## config.mk

```make
export PLATFORM = sky130hd
export DESIGN_NAME = nonce_response_frame_receiver
export DESIGN_NICKNAME = d
export VERILOG_FILES = /design/src/hdl/nrfr_pkg.sv /design/src/hdl/nonce_response_frame_receiver.sv /design/src/hdl/nrfr_cell.sv /design/src/hdl/nrfr_decode.sv
export SDC_FILE = /design/constraint.sdc
export NUM_CORES = 1
export LEC_CHECK = 0
export BUFFER_PORTS_ARGS = -buffer_cell sky130_fd_sc_hd__buf_2
export CAP_MARGIN = 20
export CORE_ASPECT_RATIO = 0.5
export CORE_MARGIN = 2
export CORE_UTILIZATION = 61
export DETAILED_ROUTE_END_ITERATION = 10
export GPL_ROUTABILITY_DRIVEN = 0
export PLACE_DENSITY = 0.95
export SLEW_MARGIN = 40
export SYNTH_ARGS = -nofsm -noshare
export SYNTH_HDL_FRONTEND = slang
export SYNTH_HIERARCHICAL = 1
export SYNTH_SLANG_ARGS = --single-unit
```

## constraint.sdc

```tcl
create_clock -name clk -period 6.9 [get_ports clk]
set_clock_uncertainty 0.1 [all_clocks]
set_input_delay 1.38 -clock clk [delete_from_list [all_inputs] [get_ports clk]]
set_output_delay 1.38 -clock clk [all_outputs]
set_load 0.02 [all_outputs]
```

## src/hdl/nrfr_pkg.sv

```systemverilog
// Shared types and constants for the nonce response frame receiver.
// No dependencies; imported by every module in hdl/.
`timescale 1ns / 1ps

package nrfr_pkg;

  localparam int FRAME_LENGTH = 11;
  localparam int CNT_W        = 4;

  localparam logic [7:0] SYNC_A = 8'hAA;
  localparam logic [7:0] SYNC_B = 8'h55;
  localparam logic [7:0] CHIP_COUNT_RST = 8'd88;

  typedef logic [7:0]       byte_t;
  typedef logic [CNT_W-1:0] count_t;

  typedef enum logic [1:0] {
    ST_NEED_MORE = 2'd0,
    ST_DECODED   = 2'd1,
    ST_NOT_NONCE = 2'd2,
    ST_BAD_CHIP  = 2'd3
  } status_t;

  // Decoded fields of a complete frame
  typedef struct packed {
    logic [31:0] nonce_wire;
    logic [31:0] nonce_swapped;
    logic [23:0] version_raw;
    logic [31:0] version_host;
    logic [4:0]  slot_number;
    logic [6:0]  chip_number;
    logic [6:0]  core_number;
    logic [7:0]  payload_byte;
    logic [4:0]  tail_bits;
  } fields_t;

  // Verdict on a word plus the fill level to carry on with after a full frame
  typedef struct packed {
    status_t status;
    count_t  cnt_nxt;
  } dec_t;

endpackage

```

## src/hdl/nonce_response_frame_receiver.sv

```systemverilog
// Top level: sync hunt, byte count, shift chain of cells and output register.
// Depends on nrfr_pkg, nrfr_cell and nrfr_decode.
// The result for a byte is registered on accept and is on the out_ port the cycle after.
// Throughput: one byte per cycle while out_ready is high; a held result blocks in_ready.
// The 11th frame byte is decoded straight off the 10-byte cell chain plus the incoming byte.
// Reset (rst_n low, synchronous): hunting with no bytes held, no result pending,
// chip_count back to 88. Cell contents are not reset.
`timescale 1ns / 1ps

module nonce_response_frame_receiver (
  input  logic        clk,
  input  logic        rst_n,
  input  logic        in_valid,
  output logic        in_ready,
  input  logic [7:0]  in_rx_byte,
  output logic        out_valid,
  input  logic        out_ready,
  output logic [1:0]  out_status,
  output logic [31:0] out_nonce_wire,
  output logic [31:0] out_nonce_swapped,
  output logic [23:0] out_version_raw,
  output logic [31:0] out_version_host,
  output logic [4:0]  out_slot_number,
  output logic [6:0]  out_chip_number,
  output logic [6:0]  out_core_number,
  output logic [7:0]  out_payload_byte,
  output logic [4:0]  out_tail_bits,
  input  logic        cfg_we,
  input  logic [7:0]  cfg_wdata
);
  import nrfr_pkg::*;

  localparam int NCELL = FRAME_LENGTH - 1;

  logic       accept;
  count_t     cnt_r, cnt_nxt;
  logic [7:0] chip_count_r;
  logic       out_valid_r;
  status_t    status_r;
  fields_t    fld_r;

  byte_t              cell_q   [NCELL];
  byte_t              frame    [FRAME_LENGTH];
  logic [NCELL-1:0]   sync_hit;
  dec_t               dec;
  fields_t            fld;

  assign in_ready = ~out_valid_r | out_ready;
  assign accept   = in_valid & in_ready;

  // shift chain: newest held byte sits in the last cell
  for (genvar j = 0; j < NCELL; j++) begin : g_cell
    byte_t d_in;
    if (j == NCELL - 1) begin : g_tail
      assign d_in = in_rx_byte;
    end else begin : g_body
      assign d_in = cell_q[j+1];
    end
    nrfr_cell u_cell (
      .clk      (clk),
      .shift_en (accept),
      .d_in     (d_in),
      .q        (cell_q[j]),
      .sync_hit (sync_hit[j])
    );
    assign frame[j] = cell_q[j];
  end
  assign frame[FRAME_LENGTH-1] = in_rx_byte;

  nrfr_decode u_decode (
    .frame      (frame),
    .sync_hit   (sync_hit),
    .chip_count (chip_count_r),
    .complete   (cnt_r == count_t'(FRAME_LENGTH - 1)),
    .dec        (dec),
    .fld        (fld)
  );

  // fill level of the frame
  always_comb begin
    priority if (cnt_r == '0) begin
      cnt_nxt = (in_rx_byte == SYNC_A) ? count_t'(1) : '0;
    end else if (cnt_r == count_t'(1)) begin
      priority if (in_rx_byte == SYNC_B) cnt_nxt = count_t'(2);
      else if (in_rx_byte == SYNC_A)     cnt_nxt = count_t'(1);
      else                               cnt_nxt = '0;
    end else if (cnt_r >= count_t'(FRAME_LENGTH)) begin
      cnt_nxt = '0;
    end else if (cnt_r == count_t'(FRAME_LENGTH - 1)) begin
      cnt_nxt = dec.cnt_nxt;
    end else begin
      cnt_nxt = cnt_r + count_t'(1);
    end
  end

  // control state
  always_ff @(posedge clk) begin
    if (!rst_n) begin
      cnt_r        <= '0;
      out_valid_r  <= 1'b0;
      chip_count_r <= CHIP_COUNT_RST;
    end else begin
      if (accept) begin
        cnt_r <= cnt_nxt;
      end
      if (accept) begin
        out_valid_r <= 1'b1;
      end else if (out_ready) begin
        out_valid_r <= 1'b0;
      end
      if (cfg_we) begin
        chip_count_r <= cfg_wdata;
      end
    end
  end

  // result register
  always_ff @(posedge clk) begin
    if (accept) begin
      status_r <= dec.status;
      fld_r    <= fld;
    end
  end

  assign out_valid         = out_valid_r;
  assign out_status        = status_r;
  assign out_nonce_wire    = fld_r.nonce_wire;
  assign out_nonce_swapped = fld_r.nonce_swapped;
  assign out_version_raw   = fld_r.version_raw;
  assign out_version_host  = fld_r.version_host;
  assign out_slot_number   = fld_r.slot_number;
  assign out_chip_number   = fld_r.chip_number;
  assign out_core_number   = fld_r.core_number;
  assign out_payload_byte  = fld_r.payload_byte;
  assign out_tail_bits     = fld_r.tail_bits;

`ifndef NO_ASSERTIONS
  // fill level never reaches a full frame between words
  a_cnt_range: assert property (@(posedge clk) disable iff (!rst_n)
    cnt_r < count_t'(FRAME_LENGTH))
    else $error("byte count out of range");

  // a non-sync byte while hunting leaves the receiver hunting
  a_hunt: assert property (@(posedge clk) disable iff (!rst_n)
    accept && cnt_r == '0 && in_rx_byte != SYNC_A |=> cnt_r == '0)
    else $error("hunt left without sync byte");

  // the word completing a frame always carries a verdict
  a_verdict: assert property (@(posedge clk) disable iff (!rst_n)
    accept && cnt_r == count_t'(FRAME_LENGTH - 1) |=> status_r != ST_NEED_MORE)
    else $error("complete frame gave need-more");

  // a decoded frame has a chip index below the configured count
  a_chip_ok: assert property (@(posedge clk) disable iff (!rst_n)
    out_valid_r && status_r == ST_DECODED |-> {1'b0, fld_r.chip_number} < chip_count_r)
    else $error("decoded chip index out of range");

  // anything but a decoded frame carries zero fields
  a_zero_fields: assert property (@(posedge clk) disable iff (!rst_n)
    out_valid_r && status_r != ST_DECODED |-> fld_r == '0)
    else $error("non-decoded word has fields set");
`endif

endmodule

```

## src/hdl/nrfr_cell.sv

```systemverilog
// One byte cell of the receive shift chain; flags a 0xAA 0x55 pair at its slot.
// Depends on nrfr_pkg.
`timescale 1ns / 1ps

module nrfr_cell (
  input  logic          clk,
  input  logic          shift_en,
  input  nrfr_pkg::byte_t d_in,
  output nrfr_pkg::byte_t q,
  output logic          sync_hit
);
  import nrfr_pkg::*;

  byte_t byte_r;

  // shift in the neighbour's byte (the incoming byte for the last cell) on every accepted word
  always_ff @(posedge clk) begin
    if (shift_en) begin
      byte_r <= d_in;
    end
  end

  assign q = byte_r;

  // sync pair starts here when this byte is 0xAA and the next one is 0x55
  assign sync_hit = (byte_r == SYNC_A) && (d_in == SYNC_B);

endmodule

```

## src/hdl/nrfr_decode.sv

```systemverilog
// Field decode, chip check and resync fill level for a complete frame.
// Depends on nrfr_pkg; purely combinational.
`timescale 1ns / 1ps

module nrfr_decode (
  input  nrfr_pkg::byte_t              frame [nrfr_pkg::FRAME_LENGTH],
  input  logic [nrfr_pkg::FRAME_LENGTH-2:0] sync_hit,
  input  logic [7:0]                   chip_count,
  input  logic                         complete,
  output nrfr_pkg::dec_t               dec,
  output nrfr_pkg::fields_t            fld
);
  import nrfr_pkg::*;

  byte_t       last_b;
  logic [31:0] nonce;
  logic [6:0]  chip;
  logic [23:0] vraw;
  count_t      keep;

  always_comb begin
    last_b = frame[FRAME_LENGTH-1];
    nonce  = {frame[2], frame[3], frame[4], frame[5]};
    chip   = nonce[24:18];
    // version bits are spread over bytes 8 and 9
    vraw   = {frame[9][2:0], 5'd0, frame[8][2:0], frame[9][7:3], 3'd0, frame[8][7:3]};

    // resync: lowest inner sync pair wins, else a trailing 0xAA, else empty
    keep = (last_b == SYNC_A) ? count_t'(1) : '0;
    for (int p = FRAME_LENGTH - 2; p >= 1; p--) begin
      if (sync_hit[p]) begin
        keep = count_t'(FRAME_LENGTH - p);
      end
    end

    dec.status  = ST_NEED_MORE;
    dec.cnt_nxt = '0;
    fld         = '0;
    if (complete) begin
      priority if (!last_b[7]) begin
        dec.status = ST_NOT_NONCE;
      end else if ({1'b0, chip} >= chip_count) begin
        dec.status  = ST_BAD_CHIP;
        dec.cnt_nxt = keep;
      end else begin
        dec.status        = ST_DECODED;
        fld.nonce_wire    = nonce;
        fld.nonce_swapped = {frame[5], frame[4], frame[3], frame[2]};
        fld.version_raw   = vraw;
        fld.version_host  = {vraw[7:0], vraw[15:8], vraw[23:16], 8'd0};
        fld.slot_number   = frame[7][7:3];
        fld.chip_number   = chip;
        fld.core_number   = nonce[31:25];
        fld.payload_byte  = frame[6];
        fld.tail_bits     = last_b[4:0];
      end
    end
  end

endmodule
```

# Word-level counts from Yosys, hierarchy flattened

Cells that the tools add are included.

Register bits after elaboration: 239
Output and inout bits: 156
Input bits: 21

Order comparisons: 2
Reductions and logical operators: 13
Add/sub/neg operators: 1
Multiplexer cells: 21
Bitwise logic cells: 5
Equal/unequal tests: 21

Operators by type and width:

| operator            | count |
|---|---|
| $eq 8x8->1 const B  | 10 |
| $eq 8x7->1 const B  | 9 |
| $mux 4              | 9 |
| $mux 3              | 4 |
| $mux 2              | 5 |
| $logic_and 1x1->1   | 9 |
| $ge 7x8->1          | 1 |
| $add 4x1->4 const B | 1 |
| $eq 4x1->1 const B  | 1 |
| $eq 4x4->1 const B  | 1 |
| $ge 4x4->1 const B  | 1 |
| $logic_not 4->1     | 1 |
| $mux 1              | 3 |
| $not 1->1           | 3 |
| $reduce_or 3->1     | 1 |
| $reduce_and 2->1    | 1 |
| $reduce_bool 2->1   | 1 |
| $and 1x1->1         | 1 |
| $or 1x1->1          | 1 |

# Longest topological paths before layout

Gate-level depths: netlist of run 1.

Word-level depth: 17
Gate-level depth with buffers: 11
Gate-level depth less buffers: 10

# By module

The synthesis of run 1 kept the hierarchy.

Modules (own cells, without submodules):

| module                        | area each (sq um) | instances | seq. area each (sq um) | cells an instance |
|---|---|---|---|---|
| nonce_response_frame_receiver | 5371.4            | 1         | 4884.7                 | 233 |
| nrfr_cell                     | 299.0             | 10        | 240.2                  | 13 |
| nrfr_decode                   | 1500.2            | 1         | 0.0                    | 213 |

# Worst setup path after synthesis of run 1

OpenSTA, ideal clock, no wires.

Path type: input port to flip-flop
From: input out_ready
To: register cnt_r[3]
Setup slack: 1.558 ns
Path buffers: 0
Cell stages on the path: 5
Data required time: 6.682 ns
Arrival: 5.124 ns
Library setup time: 0.118 ns
Cells stage by stage: nand2b_1 > nand2_1 > inv_2 > o311ai_0 > and3_1

Word-level cells in the longest chain between the ends: 2

Ends and longest elaborated chain:

| element                | line                                 | text |
|---|---|---|
| start: declaration     | nonce_response_frame_receiver.sv:17  | `input logic out_ready,` |
| $or 1x1->1             | nonce_response_frame_receiver.sv:48  | `assign in_ready = ~out_valid_r \| out_ready;` |
| $and 1x1->1            | nonce_response_frame_receiver.sv:49  | `assign accept = in_valid & in_ready;` |
| named net accept       | nonce_response_frame_receiver.sv:35  | `logic accept;` |
| end signal: assignment | nonce_response_frame_receiver.sv:104 | `cnt_r <= cnt_nxt;` |
| end: declaration       | nonce_response_frame_receiver.sv:36  | `count_t cnt_r, cnt_nxt;` |

The timed path passes the listed nets, and every way through them passes these cells.
A chain may end at the register's enable or synchronous reset.

# Worst setup path after layout of run 1

From: input out_ready
To: output in_ready

Word-level cells in the longest chain between the ends: 1

Ends and longest elaborated chain:

| element          | line                                | text |
|---|---|---|
| $or 1x1->1       | nonce_response_frame_receiver.sv:48 |  |
| end: declaration | nonce_response_frame_receiver.sv:14 | `output logic in_ready,` |

No other way between the ends.

==> impl_metrics.env, run 1 <==
export IMPL_port_buffers=176
export IMPL_dieArea_um2=16800
export IMPL_syn_avg_cell_area_um2=17.0
export IMPL_cts_tree="built"
export IMPL_wl_per_cell_um=18.9
export IMPL_hold_buffers=0
export IMPL_worstHoldPathCells=0
export IMPL_cts_buffer_depth=3
export IMPL_peakVddDrop_mv=0.163
export IMPL_die_x_um=181
export IMPL_rrSetupSlack_ps=3830
export IMPL_slowest_stage="nand2b_1"
export IMPL_routed_wl_mm=17.0
export IMPL_clkLatencyLatePin_ps=490
export IMPL_hold_end="g_cell[6].u_cell/q[0]"
export IMPL_critPathRequiredTime_ps=5420
export IMPL_relSlewSlack_pct=44.1
export IMPL_yosys_warnings=6
export IMPL_fp_dieH_um=92.5
export IMPL_drive_gt1_share_pct=31.7
export IMPL_r2r_start="g_cell[3].u_cell/q[7]"
export IMPL_period_share_pct=48.0
export IMPL_ff2ff_path_depth=9
export IMPL_grt_pass1_wl_mm=26.4
export IMPL_dpl_hpwl_mm=11.2
export IMPL_cp_common_cell="buf_2"
export IMPL_grt_start_max_net_pins=177
export IMPL_htreeDepth=1
export IMPL_whs_ps=374
export IMPL_fill_cells=998
export IMPL_cp_cell_sequence="buf_2 > nand2b_1 > buf_2"
export IMPL_core_area_um2=15400
export IMPL_vias=5051
export IMPL_io_pins=177
export IMPL_rsz0062_at_grt="no"
export IMPL_drc=0
export IMPL_num_nets_final=715
export IMPL_dr_pass1_iters=5
export IMPL_cts_buffers=20
export IMPL_drtAntennaViolNets=0
export IMPL_area_growth_pct=11.1
export IMPL_synthesis_area_um2=9560
export IMPL_cts_resized=0
export IMPL_power_density_nw_per_um2=277
export IMPL_cpLargestDelayFamily="buffers and inverters"
export IMPL_startpoint_type="input port"
export IMPL_antenna_found_initial=0
export IMPL_tns_ps=0
export IMPL_worstSetupPathType="in -> out"
export IMPL_reg2reg_to="cnt_r[0]"
export IMPL_diodes=0
export IMPL_hp_start="g_cell[7].u_cell/q[0]"
export IMPL_seq_area_um2=7050
export IMPL_grt_total_usage_pct=20.3
export IMPL_initial_core_util_pct=62.2
export IMPL_cts_setup_buffers=0
export IMPL_hold_class="reg -> reg"
export IMPL_p_leak_nw=4.46
export IMPL_std_cell_rows=32
export IMPL_drt_iter0_markers=356
export IMPL_cts_root_buf="clkbuf_16"
export IMPL_finalCriticalPeriod_ps=3320
export IMPL_cts_sinks=239
export IMPL_tightest_slew_ps=839
export IMPL_cp_slowest_stage_delay_ps=180
export IMPL_status="finished clean"
export IMPL_hold_violations=0
export IMPL_cp_max_fo=4
export IMPL_clkSlewWorstSetupHoldPaths_ps=70
export IMPL_synthCells=563
export IMPL_clock_fmax_mhz=302
export IMPL_max_cap_violations=0
export IMPL_grt_remaining_overflow=0
export IMPL_critPathBufInv=2
export IMPL_vias_per_cell=5.62
export IMPL_finalSetupViolCount=0
export IMPL_final_util_pct=69.1
export IMPL_first_global_vias=4894
export IMPL_slew_viol_final=0
export IMPL_crit_arrival_ps=1840
export IMPL_crit_path_end_kind="primary output"
export IMPL_multi_input_area_um2=1770
[metrics by stage]
step	setup WS (ps)	instance area, µm²	power [mW]	cells
floorplan	1660	9650	1.88	586
detailed placement	3190	10000	1.94	865
global route	3560	10600	3.03	899
finish	3580	10600	2.94	899
global placement	3120	10000	1.93	865
CTS	3600	10600	2.95	899
[area by class of cell]
type                       count  share of cell area (%)
timing repair buffer         179                    8.50
clock buffer                  27                    5.16
tap                          204                    2.40
clock inverter                 7                   0.306
inverter                      13                   0.612
sequential                   239                    66.3
multi-input combinational    230                    16.7
[worst register-to-register path, stage by stage, from the launching register on]
cell and delay [ps]:
edfxtp_1 470, ha_1 360, a211oi_1 340, o2bb2ai_2 110, a31oi_4 140, buf_4 490
nor4b_1 200, o311ai_0 410, nor2_1 80, a211o_1 280
[metal layers]
layer | vias to the layer above | GRT usage, % | share of wire (%)
li1 | 2298 | - | -
met1 | 2490 | 27.7 | 42
met2 | 228 | 33.2 | 49
met3 | 35 | 4.60 | 7.4
met4 | 0 | 6.23 | 2.2
met5 | - | 0 | 0
[cell usage in the layout, fill, tap and decap left out, drive strengths merged, types with 9 or more instances in the layout]
cell,instances
conb,24
nor2b,9
nor2,9
and4,9
and4bb,36
clkbuf,27
inv,13
dfxtp,13
ha,11
mux2i,9
buf,179
edfxtp,226
and3,67
[worst max-delay path by stage]
stage / start / end / slack (ps) / cells past startpoint
global route: out_ready / in_ready / 3560 / 3
finish: out_ready / in_ready / 3580 / 3
detailed placement: out_ready / out_nonce_wire[11] / 3190 / 5
global placement: out_ready / out_nonce_swapped[22] / 3120 / 5
floorplan: out_ready / cnt_r[3] / 1660 / 5
CTS: out_ready / in_ready / 3600 / 3
[power by group]
part           internal (mW)  total (mW)  leakage (nW)  switching [mW]
registers               1.67        1.71          2.32          0.0383
clock network          0.557        1.03         0.289           0.473
logic                 0.0572       0.202          1.84           0.144
[state kept, by name (all words and copies together) (netlist names)]
| signal | count |
|---|---|
| chip_count_r | 8 |
| cnt_r | 4 |
| g_cell.u_cell/q | 72 |
| out_chip_number | 7 |
| out_core_number | 7 |
| out_nonce_swapped | 32 |
| out_nonce_wire | 32 |
| out_payload_byte | 8 |
| out_slot_number | 5 |
| out_status | 2 |
| out_tail_bits | 5 |
| out_valid | 1 |
| out_version_host | 32 |
| out_version_raw | 24 |
Note: power is estimated with default switching activity, not from simulation.
==> run 2, diff against run 1 <==
--- a/config.mk
+++ b/config.mk
@@ -5,14 +5,15 @@
 export SDC_FILE = /design/constraint.sdc
 export NUM_CORES = 1
 export LEC_CHECK = 0
+export ABC_AREA = 1
 export BUFFER_PORTS_ARGS = -buffer_cell sky130_fd_sc_hd__buf_2
 export CAP_MARGIN = 20
 export CORE_ASPECT_RATIO = 0.5
 export CORE_MARGIN = 2
-export CORE_UTILIZATION = 61
+export CORE_UTILIZATION = 52
 export DETAILED_ROUTE_END_ITERATION = 10
 export GPL_ROUTABILITY_DRIVEN = 0
-export PLACE_DENSITY = 0.95
+export PLACE_DENSITY = 0.89
 export SLEW_MARGIN = 40
 export SYNTH_ARGS = -nofsm -noshare
 export SYNTH_HDL_FRONTEND = slang
==> constraint.sdc (replaced) <==
create_clock -name clk -period 2.9 [get_ports clk]
set_clock_uncertainty 0.1 [all_clocks]
set_input_delay 0.58 -clock clk [delete_from_list [all_inputs] [get_ports clk]]
set_output_delay 0.58 -clock clk [all_outputs]
set_load 0.02 [all_outputs]
==> impl_metrics.env, run 2 <==
export IMPL_hold_violations=0
export IMPL_placed_cell_area_um2=10600
export IMPL_dieArea_um2=20300
export IMPL_std_cell_rows=35
export IMPL_peakVddDrop_mv=0.387
export IMPL_vias=5940
export IMPL_port_buffers=176
export IMPL_cts_setup_buffers=0
export IMPL_dpl_hpwl_mm=12.7
export IMPL_fin_area_um2=11300
export IMPL_num_nets_final=1011
export IMPL_clkSlewWorstSetupHoldPaths_ps=60
export IMPL_max_cap_violations=0
export IMPL_drt_iter0_markers=511
export IMPL_finalCriticalPeriod_ps=2410
export IMPL_clkLatencyLatePin_ps=490
export IMPL_fp_dieH_um=102
export IMPL_fin_cells=1252
export IMPL_fill_cells=1385
export IMPL_first_global_vias=5700
export IMPL_finalSetupViolCount=0
export IMPL_cts_buffers=21
export IMPL_cts_resized=0
export IMPL_drc=0
export IMPL_synthCells=851
export IMPL_dr_pass1_iters=5
export IMPL_seq_area_um2=7050
export IMPL_drtAntennaViolNets=0
export IMPL_critPathRequiredTime_ps=3220
export IMPL_crit_arrival_ps=2730
export IMPL_cts_buffer_depth=3
export IMPL_layout_common_cells="226 x edfxtp_1, 196 x nand2_1, 176 x buf_2"
export IMPL_multi_input_area_um2=1830
export IMPL_placed_cells=1215
export IMPL_cts_tree="built"
export IMPL_whs_ps=207
export IMPL_power_density_nw_per_um2=654
export IMPL_clock_fmax_mhz=414
export IMPL_r2r_start="g_cell[3].u_cell/q[6]"
export IMPL_synthesis_area_um2=9940
export IMPL_cts_sinks=239
export IMPL_yosys_warnings=6
export IMPL_grt_pass1_wl_mm=28.1
export IMPL_p_leak_nw=4.80
export IMPL_io_pins=177
export IMPL_cts_root_buf="clkbuf_16"
export IMPL_area_growth_pct=13.8
export IMPL_htreeDepth=1
export IMPL_slew_viol_final=0
export IMPL_vias_per_cell=4.74
export IMPL_die_x_um=200
export IMPL_period_share_pct=83.2
export IMPL_drive_gt1_share_pct=24.4
export IMPL_wl_per_cell_um=14.6
export IMPL_worstSetupPathType="reg -> reg"
export IMPL_antenna_found_initial=0
export IMPL_final_common_cell="edfxtp_1"
export IMPL_startpoint_type="register"
export IMPL_crit_path_end_kind="register"
export IMPL_hp_start="cfg_wdata[6]"
export IMPL_core_area_um2=18600
export IMPL_cp_max_fo=13
export IMPL_cp_startpoint="g_cell[3].u_cell/q[6]"
export IMPL_largest_register_ffs=72
export IMPL_hold_buffers=0
export IMPL_hold_class="in -> reg"
export IMPL_tns_ps=0
export IMPL_grt_remaining_overflow=0
export IMPL_initial_core_util_pct=53.5
export IMPL_routed_wl_mm=18.3
export IMPL_diodes=0
export IMPL_grt_start_max_net_pins=85
export IMPL_p_total_mw=7.40
export IMPL_syn_avg_cell_area_um2=11.7
export IMPL_grt_total_usage_pct=17.8
export IMPL_rsz0062_at_grt="no"
export IMPL_status="finished clean"
run 2: worst paths after layout:
| check | to | slack, ps | cells after the start |
|---|---|---|---|
| worst max-delay path | cnt_r[0] | 490 | 13 |
| worst min-delay path | chip_count_r[6] | 210 | 3 |
| worst max register to register | cnt_r[0] | 490 | 13 |
| worst min register to register | chip_count_r[4] | 390 | 2 |
run 2: layout make-up:
| class | count | share of cell area (%) |
|---|---|---|
| sequential | 239 | 62.3 |
| multi-input combinational | 420 | 16.2 |
| timing repair buffer | 185 | 8.72 |
| clock buffer | 30 | 5.49 |
| inverter | 112 | 3.89 |
| tap | 259 | 2.87 |
| clock inverter | 7 | 0.564 |
run 2: critical path, cell delays in order (launching register included):
cell	delay [ps]
edfxtp_1	500
ha_1	330
nand2_1	70
nor2_2	150
nand4_1	140
nand3_2	300
nand3_1	150
a21oi_1	150
inv_1	60
nand2_1	70
nand2_1	50
nor2_1	90
nor2_1	60
a21oi_1	140
run 2: per-stage QoR:
step	utilization, %	worst slack [ps]
detailed placement	57.2	531
floorplan	-	-1780
CTS	60.9	522
global route	60.9	327
global placement	57.2	696
finish	60.9	487
run 2: routing by layer:
layer,global-route usage (%),part of all wire (%),wire (µm)
met3,4.73,8.1,1490
met5,0,0,0
met4,5.01,1.8,333
met2,31.3,51,9280
met1,22.1,39,7210
run 2: power breakdown:
part	switching (mW)	total (mW)	internal [mW]
clock network	1.17	2.75	1.58
registers	0.0994	4.07	3.97
logic	0.417	0.575	0.159
total	1.68	7.40	5.72
==> run 3, diff against run 2 <==
--- a/config.mk
+++ b/config.mk
@@ -10,10 +10,10 @@
 export CAP_MARGIN = 20
 export CORE_ASPECT_RATIO = 0.5
 export CORE_MARGIN = 2
-export CORE_UTILIZATION = 52
+export CORE_UTILIZATION = 57
 export DETAILED_ROUTE_END_ITERATION = 10
 export GPL_ROUTABILITY_DRIVEN = 0
-export PLACE_DENSITY = 0.89
+export PLACE_DENSITY = 0.92
 export SLEW_MARGIN = 40
 export SYNTH_ARGS = -nofsm -noshare
 export SYNTH_HDL_FRONTEND = slang
==> constraint.sdc (replaced) <==
create_clock -name clk -period 2.45 [get_ports clk]
set_clock_uncertainty 0.1 [all_clocks]
set_input_delay 0.49 -clock clk [delete_from_list [all_inputs] [get_ports clk]]
set_output_delay 0.49 -clock clk [all_outputs]
set_load 0.02 [all_outputs]
==> impl_metrics.env, run 3 (synthesized netlist as in run 2, its figures left out) <==
export IMPL_cts_buffers=21
export IMPL_p_total_mw=9.03
export IMPL_drc=0
export IMPL_dp_slack_ps=271
export IMPL_power_frac_clock_pct=38.8
export IMPL_hold_buffers=0
export IMPL_crit_arrival_ps=2590
export IMPL_clkLatencyLatePin_ps=490
export IMPL_vias=6149
export IMPL_dieArea_um2=18600
export IMPL_routed_wl_mm=19.0
export IMPL_grt_pass1_wl_mm=29.3
export IMPL_comb_power_share_pct=7.7
export IMPL_num_nets_final=1015
export IMPL_cts_resized=0
export IMPL_final_common_cell="edfxtp_1"
export IMPL_slowest_stage="edfxtp_1"
export IMPL_cpLargestDelayFamily="simple AND/OR/NAND/NOR gates"
export IMPL_final_util_pct=66.0
export IMPL_cp_max_fo=12
export IMPL_clock_fmax_mhz=442
export IMPL_slew_viol_final=0
export IMPL_status="finished clean"
export IMPL_antenna_found_initial=0
export IMPL_p_leak_nw=4.83
export IMPL_worstSetupPathType="reg -> reg"
export IMPL_clkSlewWorstSetupHoldPaths_ps=70
export IMPL_cp_slowest_stage_delay_ps=450
export IMPL_hold_violations=0
export IMPL_period_share_pct=92.3
export IMPL_cts_tree="built"
export IMPL_diodes=0
export IMPL_cp_common_cell="nand2_1"
export IMPL_power_net_switching_mw=2.02
export IMPL_tns_ps=0
export IMPL_critPathRequiredTime_ps=2780
export IMPL_die_x_um=191
export IMPL_max_cap_violations=0
export IMPL_drtAntennaViolNets=0
export IMPL_internal_power_mw=7.00
export IMPL_peakVddDrop_mv=0.444
export IMPL_hold_class="in -> reg"
export IMPL_dr_pass1_iters=5
export IMPL_vias_per_cell=5.00
export IMPL_grt_total_usage_pct=20.2
export IMPL_largest_register_ffs=72
export IMPL_power_density_nw_per_um2=793
export IMPL_grt_start_max_net_pins=68
export IMPL_initial_core_util_pct=57.7
export IMPL_rsz0062_at_grt="no"
export IMPL_std_cell_rows=34
export IMPL_critPathBufInv=0
export IMPL_layout_common_cells="226 x edfxtp_1, 196 x nand2_1, 176 x buf_2"
export IMPL_finalCriticalPeriod_ps=2260
export IMPL_core_area_um2=17200
export IMPL_first_global_vias=5912
export IMPL_p_seq_share_pct=53.4
export IMPL_cts_setup_buffers=0
export IMPL_cts_sinks=239
export IMPL_switching_share_pct=22.4
export IMPL_grt_remaining_overflow=0
export IMPL_dpl_hpwl_mm=12.9
export IMPL_htreeDepth=1
export IMPL_cp_cell_sequence="ha_1 > nand2_1 > o21ai_0 > nand2_1 > nand3_2 > nand2_1 > nor3b_2 > nand2_1 > nand2_1 > nand2_1 > a21oi_2"
export IMPL_setup_slack_ps=189
export IMPL_drt_iter0_markers=510
export IMPL_cts_buffer_depth=3
export IMPL_cts_root_buf="clkbuf_16"
export IMPL_port_buffers=176
export IMPL_crit_path_end_kind="register"
export IMPL_finalSetupViolCount=0
export IMPL_fp_dieH_um=97.4
export IMPL_area_growth_pct=14.5
export IMPL_drive_gt1_share_pct=24.5
export IMPL_io_pins=177
export IMPL_wl_per_cell_um=15.5
export IMPL_startpoint_type="register"
## run 3: changes by cell type in the layout (fill, tap and decap cells not counted), moves of 2 or more
cell,delta
buf_12,+2
buf_4,+2
bufinv_16,+4
clkbuf_8,-4
clkinv_1,+3
clkinv_2,-3
## run 3: metal layers
layer	track usage [%]	part of all wire (%)	up-vias
li1	-	-	2897
met1	25.4	40	2935
met2	34.3	50	255
met3	4.37	6.6	62
met4	8.23	3.7	0
met5	0	0	-
## run 3: area by class of cell
cell class	count	area (µm²)
Timing Repair Buffer	189	1040
Multi-Input combinational cell	420	1830
Clock inverter	12	189
Sequential cell	239	7050
Inverter	112	440
Fill cell	1201	5850
Tap cell	234	293
Clock buffer	24	537
## run 3: final timing paths
kind	startpoint	to	slack, ps	cells after the start
setup / recovery	g_cell[3].u_cell/q[5]	cnt_r[2]	190	11
hold / removal	cfg_wdata[6]	chip_count_r[6]	120	3
setup reg to reg	g_cell[3].u_cell/q[5]	cnt_r[2]	190	11
hold reg to reg	chip_count_r[3]	chip_count_r[3]	370	2
## run 3: power by group through the flow
stage / Combinational, mW / Sequential (mW) / Clock, mW
finish: 0.698 / 4.82 / 3.50
global route: 0.756 / 4.84 / 3.73
CTS: 0.696 / 4.82 / 3.57
detailed placement: 0.687 / 4.91 / 0
global placement: 0.662 / 4.90 / 0
floorplan: 0.313 / 5.07 / 0
## run 3: through the flow
step                instances  hold slack (ps)  cell area (µm²)
floorplan                 874              329            10100
detailed placement       1194              356            10600
global placement         1194              343            10600
global route             1230              116            11400
finish                   1230              120            11400
CTS                      1230              108            11400
## run 3: worst min-delay path: cells and delay by family
kind	cells	cell delay [ps]
and+or+nand+nor	2	120
buffers and inverters	1	80
